===== config.mk =====
export PLATFORM = sky130hd
export DESIGN_NAME = murmur3_path_hash_unit
export DESIGN_NICKNAME = d
export VERILOG_FILES = /design/src/hw/rtl/mph_pkg.sv /design/src/hw/rtl/mph_front.sv /design/src/hw/rtl/mph_queue.sv /design/src/hw/rtl/mph_back.sv /design/src/hw/rtl/murmur3_path_hash_unit.sv
export SDC_FILE = /design/constraint.sdc
export NUM_CORES = 2
export LEC_CHECK = 0
export BUFFER_PORTS_ARGS = -buffer_cell sky130_fd_sc_hd__buf_2
export CORE_MARGIN = 2
export CORE_UTILIZATION = 55
export CTS_BUF_LIST = sky130_fd_sc_hd__clkbuf_8
export DETAILED_ROUTE_END_ITERATION = 12
export PLACE_DENSITY = 0.73
export SYNTH_ARGS = -nofsm -noshare
export SYNTH_HDL_FRONTEND = slang
export SYNTH_SLANG_ARGS = --single-unit

===== constraint.sdc =====
create_clock -name aclk -period 18.7 [get_ports aclk]
set_input_delay 4.675 -clock aclk [delete_from_list [all_inputs] [get_ports aclk]]
set_output_delay 4.675 -clock aclk [all_outputs]
set_load 0.02 [all_outputs]

===== src/hw/rtl/mph_pkg.sv =====
// ============================================================================
// mph_pkg
// Shared constants, the item type and helper functions for the path hash unit.
// ============================================================================
package mph_pkg;

    // murmur3 mixing constants
    localparam logic [31:0] MIX_C1      = 32'hcc9e2d51;
    localparam logic [31:0] MIX_C2      = 32'h1b873593;
    localparam logic [31:0] MIX_ADD     = 32'he6546b64;
    localparam logic [31:0] FMIX_M1     = 32'h85ebca6b;
    localparam logic [31:0] FMIX_M2     = 32'hc2b2ae35;
    localparam logic [13:0] CHECK_SCALE = 14'd10000;

    // byte counts
    localparam logic [2:0] NBYTES_ONE   = 3'd1;
    localparam logic [2:0] NBYTES_TWO   = 3'd2;
    localparam logic [2:0] NBYTES_THREE = 3'd3;
    localparam logic [2:0] NBYTES_FULL  = 3'd4;

    // queue between front and back
    localparam int QUEUE_DEPTH = 4;
    localparam int QUEUE_AW    = $clog2(QUEUE_DEPTH);

    // one classified word as it travels from front to back
    typedef struct packed {
        logic [31:0] key;        // scrambled block or tail
        logic [2:0]  nbytes;     // bytes counted for this word
        logic        first;
        logic        last;
        logic        full;       // mix as a full block
        logic [31:0] total_len;
        logic [7:0]  first_b;
        logic [7:0]  last_b;
    } mph_item_t;

    // keep only the valid tail bytes
    function automatic logic [31:0] mask_tail(input logic [31:0] word,
                                              input logic [2:0]  nbytes);
        logic [31:0] res;
        case (nbytes)
            NBYTES_ONE:   res = {24'd0, word[7:0]};
            NBYTES_TWO:   res = {16'd0, word[15:0]};
            NBYTES_THREE: res = {8'd0, word[23:0]};
            default:      res = word;
        endcase
        return res;
    endfunction

    // pick the final valid byte of a word
    function automatic logic [7:0] pick_last(input logic [31:0] word,
                                             input logic [2:0]  nbytes);
        logic [7:0] res;
        case (nbytes)
            NBYTES_ONE:   res = word[7:0];
            NBYTES_TWO:   res = word[15:8];
            NBYTES_THREE: res = word[23:16];
            default:      res = word[31:24];
        endcase
        return res;
    endfunction

    function automatic logic [31:0] rotl13(input logic [31:0] v);
        return {v[18:0], v[31:19]};
    endfunction

    function automatic logic [31:0] rotl15(input logic [31:0] v);
        return {v[16:0], v[31:17]};
    endfunction

endpackage


===== src/hw/rtl/mph_front.sv =====
// ============================================================================
// mph_front
// Accepts input words, classifies them as block or tail, and scrambles the
// key over two multiplier stages before writing it into the queue.
// ============================================================================
module mph_front
    import mph_pkg::*;
(
    input  logic             aclk,
    input  logic             aresetn,
    input  logic             s_valid,
    output logic             s_ready,
    input  logic [31:0]      s_data_word,
    input  logic [2:0]       s_valid_bytes,
    input  logic             s_first,
    input  logic             s_last,
    input  logic [31:0]      s_total_length,
    output logic             push,
    output mph_item_t        push_item,
    input  logic             queue_full
);

    logic      a_valid_reg, a_valid_next;
    mph_item_t a_item_reg;
    logic      b_valid_reg, b_valid_next;
    mph_item_t b_item_reg, b_item_next;
    logic      a_move;
    logic      s_take;
    logic [2:0] nv;
    mph_item_t in_item;
    logic [31:0] k_rot;

    // stage b leaves into the queue, stage a into stage b
    assign push    = b_valid_reg && !queue_full;
    assign a_move  = a_valid_reg && (!b_valid_reg || push);
    assign s_ready = !a_valid_reg || a_move;
    assign s_take  = s_valid && s_ready;

    // classify the incoming word
    always_comb begin
        if (s_last && (s_valid_bytes == NBYTES_ONE || s_valid_bytes == NBYTES_TWO ||
                       s_valid_bytes == NBYTES_THREE)) begin
            nv = s_valid_bytes;
        end else begin
            nv = NBYTES_FULL;
        end
        in_item.key       = mask_tail(s_data_word, nv);
        in_item.nbytes    = nv;
        in_item.first     = s_first;
        in_item.last      = s_last;
        in_item.full      = (nv == NBYTES_FULL);
        in_item.total_len = s_total_length;
        in_item.first_b   = s_data_word[7:0];
        in_item.last_b    = pick_last(s_data_word, nv);
    end

    // first scramble multiply on the way into stage b
    always_comb begin
        b_item_next     = a_item_reg;
        b_item_next.key = a_item_reg.key * MIX_C1;
    end

    // second scramble multiply lands in the queue register
    assign k_rot = rotl15(b_item_reg.key);
    always_comb begin
        push_item     = b_item_reg;
        push_item.key = k_rot * MIX_C2;
    end

    // valid bits
    always_comb begin
        a_valid_next = a_valid_reg;
        if (s_take) begin
            a_valid_next = 1'b1;
        end else if (a_move) begin
            a_valid_next = 1'b0;
        end
        b_valid_next = b_valid_reg;
        if (a_move) begin
            b_valid_next = 1'b1;
        end else if (push) begin
            b_valid_next = 1'b0;
        end
    end

    always_ff @(posedge aclk) begin
        if (!aresetn) begin
            a_valid_reg <= 1'b0;
            b_valid_reg <= 1'b0;
        end else begin
            a_valid_reg <= a_valid_next;
            b_valid_reg <= b_valid_next;
        end
    end

    // payload: input register, then first scramble multiply
    always_ff @(posedge aclk) begin
        if (s_take) begin
            a_item_reg <= in_item;
        end
        if (a_move) begin
            b_item_reg <= b_item_next;
        end
    end

endmodule


===== src/hw/rtl/mph_queue.sv =====
// ============================================================================
// mph_queue
// Short first-in first-out queue of classified words between front and back.
// ============================================================================
module mph_queue
    import mph_pkg::*;
(
    input  logic      aclk,
    input  logic      aresetn,
    input  logic      push,
    input  mph_item_t push_item,
    input  logic      pop,
    output mph_item_t head_item,
    output logic      empty,
    output logic      full
);

    mph_item_t             slot_reg [QUEUE_DEPTH];
    logic [QUEUE_AW-1:0]   wr_ptr_reg, wr_ptr_next;
    logic [QUEUE_AW-1:0]   rd_ptr_reg, rd_ptr_next;
    logic [QUEUE_AW:0]     count_reg, count_next;

    assign empty     = (count_reg == '0);
    assign full      = (count_reg == (QUEUE_AW+1)'(QUEUE_DEPTH));
    assign head_item = slot_reg[rd_ptr_reg];

    // pointer and fill count update
    always_comb begin
        wr_ptr_next = push ? wr_ptr_reg + 1'b1 : wr_ptr_reg;
        rd_ptr_next = pop  ? rd_ptr_reg + 1'b1 : rd_ptr_reg;
        count_next  = count_reg;
        if (push && !pop) begin
            count_next = count_reg + 1'b1;
        end else if (pop && !push) begin
            count_next = count_reg - 1'b1;
        end
    end

    always_ff @(posedge aclk) begin
        if (!aresetn) begin
            wr_ptr_reg <= '0;
            rd_ptr_reg <= '0;
            count_reg  <= '0;
        end else begin
            wr_ptr_reg <= wr_ptr_next;
            rd_ptr_reg <= rd_ptr_next;
            count_reg  <= count_next;
        end
    end

    // slot storage
    always_ff @(posedge aclk) begin
        if (push) begin
            slot_reg[wr_ptr_reg] <= push_item;
        end
    end

endmodule


===== src/hw/rtl/mph_back.sv =====
// ============================================================================
// mph_back
// Runs the recurrent hash update per word and, on the last word, the
// fmix finalizer and check value through a stallable pipeline.
// ============================================================================
module mph_back
    import mph_pkg::*;
(
    input  logic        aclk,
    input  logic        aresetn,
    input  mph_item_t   head_item,
    input  logic        empty,
    output logic        pop,
    output logic        m_valid,
    input  logic        m_ready,
    output logic [31:0] m_hash,
    output logic [31:0] m_check,
    output logic        m_length_error
);

    // string state
    logic [31:0] h_reg, h_next;
    logic [31:0] len_reg, len_next;
    logic [31:0] cnt_reg, cnt_next;
    logic [7:0]  fb_reg, fb_next;

    // finalizer stages
    logic        f1_valid_reg, f1_valid_next;
    logic [31:0] f1_h_reg, f1_len_reg;
    logic        f1_err_reg;
    logic [7:0]  f1_lb_reg, f1_fb_reg;

    logic        f2_valid_reg, f2_valid_next;
    logic [31:0] f2_p_reg, f2_check_reg;
    logic        f2_err_reg;

    logic        f3_valid_reg, f3_valid_next;
    logic [31:0] f3_q_reg, f3_check_reg;
    logic        f3_err_reg;

    logic        o_valid_reg, o_valid_next;
    logic [31:0] o_hash_reg, o_check_reg;
    logic        o_err_reg;

    logic        o_load, f3_move, f2_move, f1_move, f1_free;
    logic [31:0] h0, len0, cnt0, hx, hn;
    logic [7:0]  fb0;
    logic [31:0] y, z;
    logic [31:0] check_val;

    // stall chain from the output register back to the queue
    assign o_load  = f3_valid_reg && (!o_valid_reg || m_ready);
    assign f3_move = o_load;
    assign f2_move = f2_valid_reg && (!f3_valid_reg || f3_move);
    assign f1_move = f1_valid_reg && (!f2_valid_reg || f2_move);
    assign f1_free = !f1_valid_reg || f1_move;
    assign pop     = !empty && (!head_item.last || f1_free);

    // recurrent hash update
    always_comb begin
        h0   = head_item.first ? head_item.total_len : h_reg;
        len0 = head_item.first ? head_item.total_len : len_reg;
        cnt0 = head_item.first ? 32'd0 : cnt_reg;
        fb0  = head_item.first ? head_item.first_b : fb_reg;
        hx   = rotl13(h0 ^ head_item.key);
        if (head_item.full) begin
            hn = {hx[29:0], 2'b00} + hx + MIX_ADD;
        end else begin
            hn = h0 ^ head_item.key;
        end
        h_next   = h_reg;
        len_next = len_reg;
        cnt_next = cnt_reg;
        fb_next  = fb_reg;
        if (pop) begin
            h_next   = hn;
            len_next = len0;
            cnt_next = cnt0 + {29'd0, head_item.nbytes};
            fb_next  = fb0;
        end
    end

    always_ff @(posedge aclk) begin
        if (!aresetn) begin
            h_reg   <= '0;
            len_reg <= '0;
            cnt_reg <= '0;
            fb_reg  <= '0;
        end else begin
            h_reg   <= h_next;
            len_reg <= len_next;
            cnt_reg <= cnt_next;
            fb_reg  <= fb_next;
        end
    end

    // finalizer arithmetic between stages
    assign y = f1_h_reg ^ f1_len_reg ^ {16'd0, f1_h_reg[31:16] ^ f1_len_reg[31:16]};
    assign z = f2_p_reg ^ {13'd0, f2_p_reg[31:13]};
    assign check_val = {{24{f1_lb_reg[7]}}, f1_lb_reg}
                     + ({{24{f1_fb_reg[7]}}, f1_fb_reg} * {18'd0, CHECK_SCALE});

    // pipeline valid bits
    always_comb begin
        f1_valid_next = f1_valid_reg;
        if (pop && head_item.last) begin
            f1_valid_next = 1'b1;
        end else if (f1_move) begin
            f1_valid_next = 1'b0;
        end
        f2_valid_next = f2_valid_reg;
        if (f1_move) begin
            f2_valid_next = 1'b1;
        end else if (f2_move) begin
            f2_valid_next = 1'b0;
        end
        f3_valid_next = f3_valid_reg;
        if (f2_move) begin
            f3_valid_next = 1'b1;
        end else if (f3_move) begin
            f3_valid_next = 1'b0;
        end
        o_valid_next = o_valid_reg;
        if (o_load) begin
            o_valid_next = 1'b1;
        end else if (m_ready) begin
            o_valid_next = 1'b0;
        end
    end

    always_ff @(posedge aclk) begin
        if (!aresetn) begin
            f1_valid_reg <= 1'b0;
            f2_valid_reg <= 1'b0;
            f3_valid_reg <= 1'b0;
            o_valid_reg  <= 1'b0;
        end else begin
            f1_valid_reg <= f1_valid_next;
            f2_valid_reg <= f2_valid_next;
            f3_valid_reg <= f3_valid_next;
            o_valid_reg  <= o_valid_next;
        end
    end

    // finalizer payload
    always_ff @(posedge aclk) begin
        if (pop && head_item.last) begin
            f1_h_reg   <= hn;
            f1_len_reg <= len0;
            f1_err_reg <= (cnt0 + {29'd0, head_item.nbytes}) != len0;
            f1_lb_reg  <= head_item.last_b;
            f1_fb_reg  <= fb0;
        end
        if (f1_move) begin
            f2_p_reg     <= y * FMIX_M1;
            f2_check_reg <= check_val;
            f2_err_reg   <= f1_err_reg;
        end
        if (f2_move) begin
            f3_q_reg     <= z * FMIX_M2;
            f3_check_reg <= f2_check_reg;
            f3_err_reg   <= f2_err_reg;
        end
        if (o_load) begin
            o_hash_reg  <= f3_q_reg ^ {16'd0, f3_q_reg[31:16]};
            o_check_reg <= f3_check_reg;
            o_err_reg   <= f3_err_reg;
        end
    end

    assign m_valid        = o_valid_reg;
    assign m_hash         = o_hash_reg;
    assign m_check        = o_check_reg;
    assign m_length_error = o_err_reg;

endmodule


===== src/hw/rtl/murmur3_path_hash_unit.sv =====
// ============================================================================
// murmur3_path_hash_unit
// Streaming 32-bit murmur3 hash of a byte string with length seed and check.
// ============================================================================
// Input channel (s_valid / s_ready): one beat per little-endian 32-bit word.
// s_first opens a string and samples s_total_length; s_last closes it, and
// s_valid_bytes then gives how many bytes of that word count.
// Result channel (m_valid / m_ready): one beat per string, on its last word,
// carrying the finalized hash, the signed-byte check value and the length
// mismatch flag.
// Throughput: one word per cycle while s_ready is high; the back end's hash
// update is a combinational rotate, xor, times-five add on the running hash.
// Path from the last word's beat to m_valid with an empty queue: input
// register, key multiply, queue, hash update, two fmix multiply stages,
// output register.
// Reset: pipelines and queue empty, hash state, length, count and first
// byte cleared to zero; s_ready is high right after reset.
// Receiver stall: results hold in the output register and finalizer stages,
// then the four-entry queue fills and s_ready drops only when all are full.
// ============================================================================
module murmur3_path_hash_unit
    import mph_pkg::*;
(
    input  logic        aclk,
    input  logic        aresetn,
    input  logic        s_valid,
    output logic        s_ready,
    input  logic [31:0] s_data_word,
    input  logic [2:0]  s_valid_bytes,
    input  logic        s_first,
    input  logic        s_last,
    input  logic [31:0] s_total_length,
    output logic        m_valid,
    input  logic        m_ready,
    output logic [31:0] m_hash,
    output logic [31:0] m_check,
    output logic        m_length_error
);

    logic      push, pop, queue_full, queue_empty;
    mph_item_t push_item, head_item;

    // classify and scramble
    mph_front u_front (
        .aclk           (aclk),
        .aresetn        (aresetn),
        .s_valid        (s_valid),
        .s_ready        (s_ready),
        .s_data_word    (s_data_word),
        .s_valid_bytes  (s_valid_bytes),
        .s_first        (s_first),
        .s_last         (s_last),
        .s_total_length (s_total_length),
        .push           (push),
        .push_item      (push_item),
        .queue_full     (queue_full)
    );

    // decoupling queue
    mph_queue u_queue (
        .aclk      (aclk),
        .aresetn   (aresetn),
        .push      (push),
        .push_item (push_item),
        .pop       (pop),
        .head_item (head_item),
        .empty     (queue_empty),
        .full      (queue_full)
    );

    // hash update and finalize
    mph_back u_back (
        .aclk           (aclk),
        .aresetn        (aresetn),
        .head_item      (head_item),
        .empty          (queue_empty),
        .pop            (pop),
        .m_valid        (m_valid),
        .m_ready        (m_ready),
        .m_hash         (m_hash),
        .m_check        (m_check),
        .m_length_error (m_length_error)
    );

endmodule


Word level (Yosys, flattened, before mapping)
Memories as Yosys holds them, arrays and structs flattened. A register that Yosys moved wholly into a read port is not among the register bits.
Cells that the tools add are included.
{ "word_totals": {"memories": 1, "word_cells": 137, "reg_bits": 565, "mem_bits_rw": 344} }
{ "op_classes": {"muxes": 26, "addsub": 8, "reduce_logical": 39, "n_eq_ne": 9, "n_mul": 5, "n_bitwise": 6} }
{ "mem_list": {"columns": ["memory", "depth", "width", "read_ports", "rd_clocked_by_memory_dff", "write_ports", "line", "text"], "rows": [
  ["u_queue.slot_reg", 4, 86, 1, 1, 1, "mph_queue.sv:18", "mph_item_t slot_reg [QUEUE_DEPTH];"]
]} }
{ "op_table": {"columns": ["operator", "count"], "rows": [
  ["$mux 32", 4],
  ["$pmux 32 s3", 1],
  ["$add 32x32->32", 2],
  ["$mul 32x31->32 const B", 2],
  ["$xor 32x16->32", 2],
  ["$xor 32x32->32", 2],
  ["$add 32x3->32", 1],
  ["$add 32x32->32 const B", 1],
  ["$mul 32x10->28 const B", 1],
  ["$mul 32x29->32 const B", 1],
  ["$mul 32x32->32 const B", 1],
  ["$ne 32x32->1", 1],
  ["$xor 32x19->32", 1],
  ["$pmux 8 s3", 1],
  ["$xor 16x16->16", 1],
  ["$mux 1", 14],
  ["$reduce_bool 2->1", 7],
  ["$eq 3x2->1 const B", 4],
  ["$logic_and 1x1->1", 11],
  ["$logic_not 1->1", 11],
  ["$logic_or 1x1->1", 9],
  ["$mux 3", 3],
  ["$mux 8", 1],
  ["$eq 3x1->1 const B", 2],
  ["6 further kinds", 9]
]} }

Depth between registers and ports, before layout
{ "depth": {"word_depth": 13, "mapped_depth": 30, "ltp_nobuf": 30} }

By module
Synthesis repeated with hierarchy kept, for this count alone.
{ "hier_totals": {"cells_unflattened": 6060, "area_unflattened_um2": 72388.2} }
{ "modules_own_cells": {"columns": ["module", "cells_each", "instances", "seq_area_each_um2", "area_each_um2"], "rows": [
  ["mph_back", 3627, 1, 10450.0, 37732.4],
  ["mph_front", 1940, 1, 4844.6, 21767.1],
  ["mph_queue", 493, 1, 10510.1, 12888.6]
]} }

Worst setup path after synthesis
No wires, ideal clock.
{ "synth_timing": {"path_type": "input-to-reg", "start": "input port m_ready", "end": "register u_back.f3_check_reg[0] (enable)", "setup_slack_ns": 8.623, "cell_stages": 2, "arrival_time_ns": 9.489, "required_time_ns": 18.112, "setup_ns": 0.588, "path_cell_list": "nor2b_1 > a21boi_0"} }
{ "synth_between": {"elab_chain_cells": 4} }
{ "synth_rtl": {"columns": ["element", "line", "text"], "rows": [
  ["start: declaration", "murmur3_path_hash_unit.sv:34", "input logic m_ready,"],
  ["$logic_or 1x1->1", "mph_back.sv:52", "assign o_load = f3_valid_reg && (!o_valid_reg || m_ready);"],
  ["$logic_and 1x1->1", "mph_back.sv:52", null],
  ["$logic_or 1x1->1", "mph_back.sv:54", "assign f2_move = f2_valid_reg && (!f3_valid_reg || f3_move);"],
  ["$logic_and 1x1->1", "mph_back.sv:54", null],
  ["net u_back.f2_move", "mph_back.sv:45", "logic o_load, f3_move, f2_move, f1_move, f1_free;"],
  ["end signal: assignment", "mph_back.sv:161", "f3_check_reg <= f2_check_reg;"],
  ["end: declaration", "mph_back.sv:38", "logic [31:0] f3_q_reg, f3_check_reg;"]
]} }
The timed path passes the listed nets, and every way through them passes these cells.
A chain may end at the register's enable or synchronous reset.

Worst setup path after layout
{ "layout_timing": {"start": "register u_back.f1_len_reg[24]", "end": "register u_back.f2_p_reg[29] (data pin)"} }
{ "layout_between": {"elab_chain_cells": 3} }
{ "layout_rtl": {"columns": ["element", "line", "text"], "rows": [
  ["start: declaration", "mph_back.sv:29", "logic [31:0] f1_h_reg, f1_len_reg;"],
  ["start signal: assignment", "mph_back.sv:149", "f1_len_reg <= len0;"],
  ["$xor 16x16->16 or $xor 32x32->32 (tied branches)", "mph_back.sv:98", "assign y = f1_h_reg ^ f1_len_reg ^ {16'd0, f1_h_reg[31:16] ^ f1_len_reg[31:16]};"],
  ["$xor 32x16->32 *", "mph_back.sv:98", null],
  ["$mul 32x32->32 *", "mph_back.sv:155", "f2_p_reg <= y * FMIX_M1;"],
  ["end signal: assignment", "mph_back.sv:155", null],
  ["end: declaration", "mph_back.sv:34", "logic [31:0] f2_p_reg, f2_check_reg;"]
]} }
Mark *: on every way between the ends. The rest lies on a longest branch, timed or not.

==> flow_results.xml <==
<?xml version="1.0" encoding="UTF-8"?>
<metrics>
  <group name="status">
    <metric name="status" unit="">completed</metric>
  </group>
  <group name="route">
    <metric name="drt_pass1_iterations" unit="">5</metric>
    <metric name="dr_total_vias" unit="">43600</metric>
    <metric name="drt_first_iter_violations" unit="">2932</metric>
    <metric name="routed_wl" unit="um">163000</metric>
    <metric name="ant_nets" unit="">0</metric>
    <metric name="detail_route.vias_per_cell" unit="">5.34</metric>
    <metric name="wl_per_cell" unit="um">20.0</metric>
    <metric name="detail_route.drc_violations" unit="">0</metric>
  </group>
  <group name="global_route">
    <metric name="grt_overflow" unit="">0</metric>
    <metric name="gr-usage-met3" unit="">0.0360</metric>
    <metric name="grt_antenna_before_repair" unit="">7</metric>
    <metric name="via_count_of_the_first_global_routing_pass" unit="">45700</metric>
    <metric name="gr_busiest_metal" unit="">met2</metric>
    <metric name="grt.met2_usage" unit="">0.430</metric>
    <metric name="groute.usage.overall" unit="">0.253</metric>
    <metric name="grt_first_pass_wirelength" unit="um">256000</metric>
    <metric name="gr-usage-met1" unit="">0.334</metric>
    <metric name="pin_count_of_the_biggest_net_entering_global_routing" unit="">94</metric>
  </group>
  <group name="synthesis">
    <metric name="synth_top_cells_by_area" unit="">sky130_fd_sc_hd__edfxtp_1, sky130_fd_sc_hd__fa_1, sky130_fd_sc_hd__ha_1</metric>
    <metric name="synth.yosys.warnings" unit="">0</metric>
    <metric name="synth.avg_cell_area" unit="sq um">11.9</metric>
    <metric name="share_of_synthesized_flip_flops_with_an_asynchronous_set_or_reset" unit="">0</metric>
    <metric name="number_of_distinct_library_cells_after_synthesis" unit="">75</metric>
    <metric name="synth_seq_cells" unit="">899</metric>
    <metric name="synth_fp_nets" unit="">7775</metric>
    <metric name="synth.cell_area" unit="sq um">71800</metric>
    <metric name="syn_inst" unit="">6050</metric>
    <metric name="post-synth-top-area-fraction" unit="">0.326</metric>
    <metric name="post-synth-top-area-cell" unit="">sky130_fd_sc_hd__edfxtp_1</metric>
    <metric name="synth-seq-area-share" unit="">0.359</metric>
    <metric name="synth-main-ff-cell" unit="">sky130_fd_sc_hd__edfxtp_1</metric>
    <metric name="synth_enable_flop_cells" unit="">780</metric>
  </group>
  <group name="clocking">
    <metric name="post_cts.repair.setup_buffers" unit="">0</metric>
    <metric name="path_clk_slew" unit="ns">0.08</metric>
    <metric name="cts.sinks" unit="">899</metric>
    <metric name="cts_inserted_buffers" unit="">148</metric>
    <metric name="tritoncts" unit="">done</metric>
    <metric name="cts-hold-fix-buffers" unit="">0</metric>
    <metric name="worst_skew_pair.late_latency" unit="ns">0.90</metric>
    <metric name="ctsHtreeMaxLevel" unit="">4</metric>
    <metric name="clock-root-buffer" unit="">sky130_fd_sc_hd__clkbuf_8</metric>
    <metric name="cts_buffer_depth" unit="">3</metric>
    <metric name="cts_repair_resized_insts" unit="">0</metric>
  </group>
  <group name="final_layout">
    <metric name="area_growth" unit="%">8.19</metric>
    <metric name="layout-drive-gt1-share" unit="">0.0809</metric>
    <metric name="filler_cell_count" unit="">10400</metric>
    <metric name="mostFrequentLayoutCell" unit="">sky130_fd_sc_hd__inv_1</metric>
    <metric name="largest_register_ff_count" unit="">344</metric>
    <metric name="final_cell_mix" unit="">sky130_fd_sc_hd__inv_1, sky130_fd_sc_hd__ha_1, sky130_fd_sc_hd__edfxtp_1</metric>
    <metric name="num-nets-final" unit="">8014</metric>
  </group>
  <group name="critical_path">
    <metric name="cp_cell_sequence" unit="">xor2_1, xnor2_1, inv_1, fa_1, inv_1, fa_1, fa_1, inv_1, fa_1, fa_1, inv_1, fa_1, fa_1, fa_1, ha_1, a21o_1, a21oi_1, o21ai_0, and2_1, a31o_2, o41ai_1, xnor2_1</metric>
    <metric name="critPathArrivalTime" unit="ns">8.39</metric>
    <metric name="timing.critical_path.slowest_stage_cell" unit="">sky130_fd_sc_hd__xnor2_1</metric>
    <metric name="crit_fanout" unit="">8</metric>
    <metric name="setup.worst_path.start_class" unit="">flip-flop</metric>
    <metric name="critical_path_required" unit="ns">19.31</metric>
    <metric name="crit_path_max_incr_delay" unit="ns">1.00</metric>
    <metric name="most_frequent_cp_cell" unit="">sky130_fd_sc_hd__fa_1</metric>
    <metric name="endpoint_kind" unit="">flip-flop</metric>
    <metric name="category_of_the_most_critical_setup_path" unit="">flip-flop to flip-flop</metric>
  </group>
  <group name="die">
    <metric name="die_width" unit="um">365</metric>
    <metric name="initial_utilization" unit="">0.554</metric>
    <metric name="floorplan.rows" unit="">132</metric>
    <metric name="fp.dieH" unit="um">365</metric>
    <metric name="floorplan.core_area" unit="sq um">129000</metric>
    <metric name="design.die.area" unit="sq um">133000</metric>
    <metric name="io_pins" unit="">140</metric>
  </group>
  <group name="sta">
    <metric name="report.final.slew_viol_count" unit="">0</metric>
    <metric name="period_minus_slack" unit="ns">7.78</metric>
    <metric name="final_worst_path_cycle_share" unit="">0.416</metric>
    <metric name="setup_tns" unit="ns">0</metric>
    <metric name="worst_slew_margin_rel" unit="">0.200</metric>
    <metric name="timing.clock.skew" unit="ns">0.0441</metric>
    <metric name="worst_slew_pin_slew" unit="ns">1.19</metric>
    <metric name="maxClockFrequency" unit="MHz">129</metric>
    <metric name="setup_viol" unit="">0</metric>
    <metric name="final-hold-violation-count" unit="">0</metric>
    <metric name="setup_repair_after_global_routing_missed_its_margin" unit="">no</metric>
  </group>
  <group name="place">
    <metric name="portBuffers" unit="">139</metric>
    <metric name="gp_congestion" unit="">0.955</metric>
    <metric name="place.detailed.hpwl" unit="um">130000</metric>
  </group>
  <group name="run">
    <metric name="max_cap_viol_count" unit="">0</metric>
  </group>
  <group name="min_path">
    <metric name="holdCritPathClass" unit="">flip-flop to flip-flop</metric>
  </group>
</metrics>
-- cell type report --
type | count | area [sq um] | area share
antenna | 2 | 5.00 | 0.0000644
clock buffer | 155 | 2130 | 0.0275
clock inverter | 118 | 856 | 0.0110
inverter | 1438 | 5400 | 0.0695
multi-input combinational | 3623 | 40300 | 0.519
sequential | 899 | 25800 | 0.332
tap | 1742 | 2180 | 0.0281
timing repair buffer | 179 | 996 | 0.0128
-- synth_stat cells, types with 5 or more instances --
cell type and n:
sky130_fd_sc_hd__a41oi_1 6, sky130_fd_sc_hd__ha_1 893, sky130_fd_sc_hd__xnor2_1 340, sky130_fd_sc_hd__o21a_1 41
sky130_fd_sc_hd__xor2_1 128, sky130_fd_sc_hd__or2_2 6, sky130_fd_sc_hd__nor4_1 6, sky130_fd_sc_hd__a211oi_1 35
sky130_fd_sc_hd__o2111ai_1 5, sky130_fd_sc_hd__and2_1 62, sky130_fd_sc_hd__mux4_2 85, sky130_fd_sc_hd__buf_1 9
sky130_fd_sc_hd__mux2i_1 7, sky130_fd_sc_hd__a221o_1 9, sky130_fd_sc_hd__nor2b_1 31, sky130_fd_sc_hd__or3_1 15
sky130_fd_sc_hd__a21o_1 77, sky130_fd_sc_hd__nand4_1 15, sky130_fd_sc_hd__nor3_1 61, sky130_fd_sc_hd__a41o_1 5
sky130_fd_sc_hd__a31o_2 7, sky130_fd_sc_hd__clkbuf_1 66, sky130_fd_sc_hd__o21bai_1 31, sky130_fd_sc_hd__o21ai_0 123
sky130_fd_sc_hd__a31oi_1 11, sky130_fd_sc_hd__inv_1 1436, sky130_fd_sc_hd__mux2_2 10, sky130_fd_sc_hd__a22oi_1 8
sky130_fd_sc_hd__o21ai_1 5, sky130_fd_sc_hd__nand3_1 38, sky130_fd_sc_hd__nand2b_1 16, sky130_fd_sc_hd__nand2_1 229
sky130_fd_sc_hd__fa_1 759, sky130_fd_sc_hd__buf_2 13, sky130_fd_sc_hd__edfxtp_1 780, sky130_fd_sc_hd__dfxtp_1 119
sky130_fd_sc_hd__nor2_1 207, sky130_fd_sc_hd__and3_1 15, sky130_fd_sc_hd__o211ai_1 8, sky130_fd_sc_hd__a21oi_1 250
sky130_fd_sc_hd__o31ai_1 12
-- per-stage QoR --
step | cells | util | setup slack, ns | area, sq um | hold WS, ns
after CTS | 8154 | 0.600 | 10.95 | 77700 | 0.402
after global routing | 8156 | 0.600 | 10.44 | 77700 | 0.415
after detailed placement | 7881 | 0.577 | 10.41 | 74700 | 0.405
after floorplan | 6050 | - | 8.62 | 71800 | 0.400
after global placement | 7881 | 0.577 | 10.37 | 74700 | 0.402
final | 8156 | 0.600 | 10.92 | 77700 | 0.392
-- routing by layer --
layer	wire length, um	share of wire	vias up
met1	68100	0.42	21800
met3	8440	0.052	272
met5	25	0.00015	-
met2	80900	0.50	1129
met4	5270	0.032	4
li1	-	-	20400
-- kinds of logic (layout without fill, tap and decap cells) --
| group | Yosys count | after routing | share of synthesized area |
|---|---|---|---|
| AOI/OAI and AO/OA | 673 | 673 | 0.0586 |
| other | 0 | 2 | 0 |
| DFF | 899 | 899 | 0.359 |
| buffers and inverters | 1528 | 1890 | 0.0803 |
| muxes | 102 | 102 | 0.0292 |
| xor gates and xnor gates | 469 | 469 | 0.0574 |
| adders and majority gates | 1652 | 1652 | 0.367 |
| and+or+nand+nor | 727 | 727 | 0.0478 |
-- path summary, 6_finish.rpt --
check / start / endpoint / slack (ns) / depth (start not counted)
setup reg to reg: u_back.f1_len_reg[24] / u_back.f2_p_reg[29] / 10.92 / 22
hold reg to reg: u_back.f2_check_reg[17] / u_back.f3_check_reg[17] / 0.39 / 0
hold / removal: u_back.f2_check_reg[17] / u_back.f3_check_reg[17] / 0.39 / 0
setup / recovery: u_back.f1_len_reg[24] / u_back.f2_p_reg[29] / 10.92 / 22
-- critical path: cells and delay by family (launching register included) --
kind | cells | cell delay [ns]
simple gates | 1 | 0.16
buf+inv | 4 | 0.33
xor+xnor | 3 | 1.38
compound gates | 5 | 0.96
flops | 1 | 0.38
fa+ha+maj | 9 | 4.31
Power is left out: the tool's default activity adds up to more than one toggle a clock period on the data nets, which glitch-free logic cannot reach.
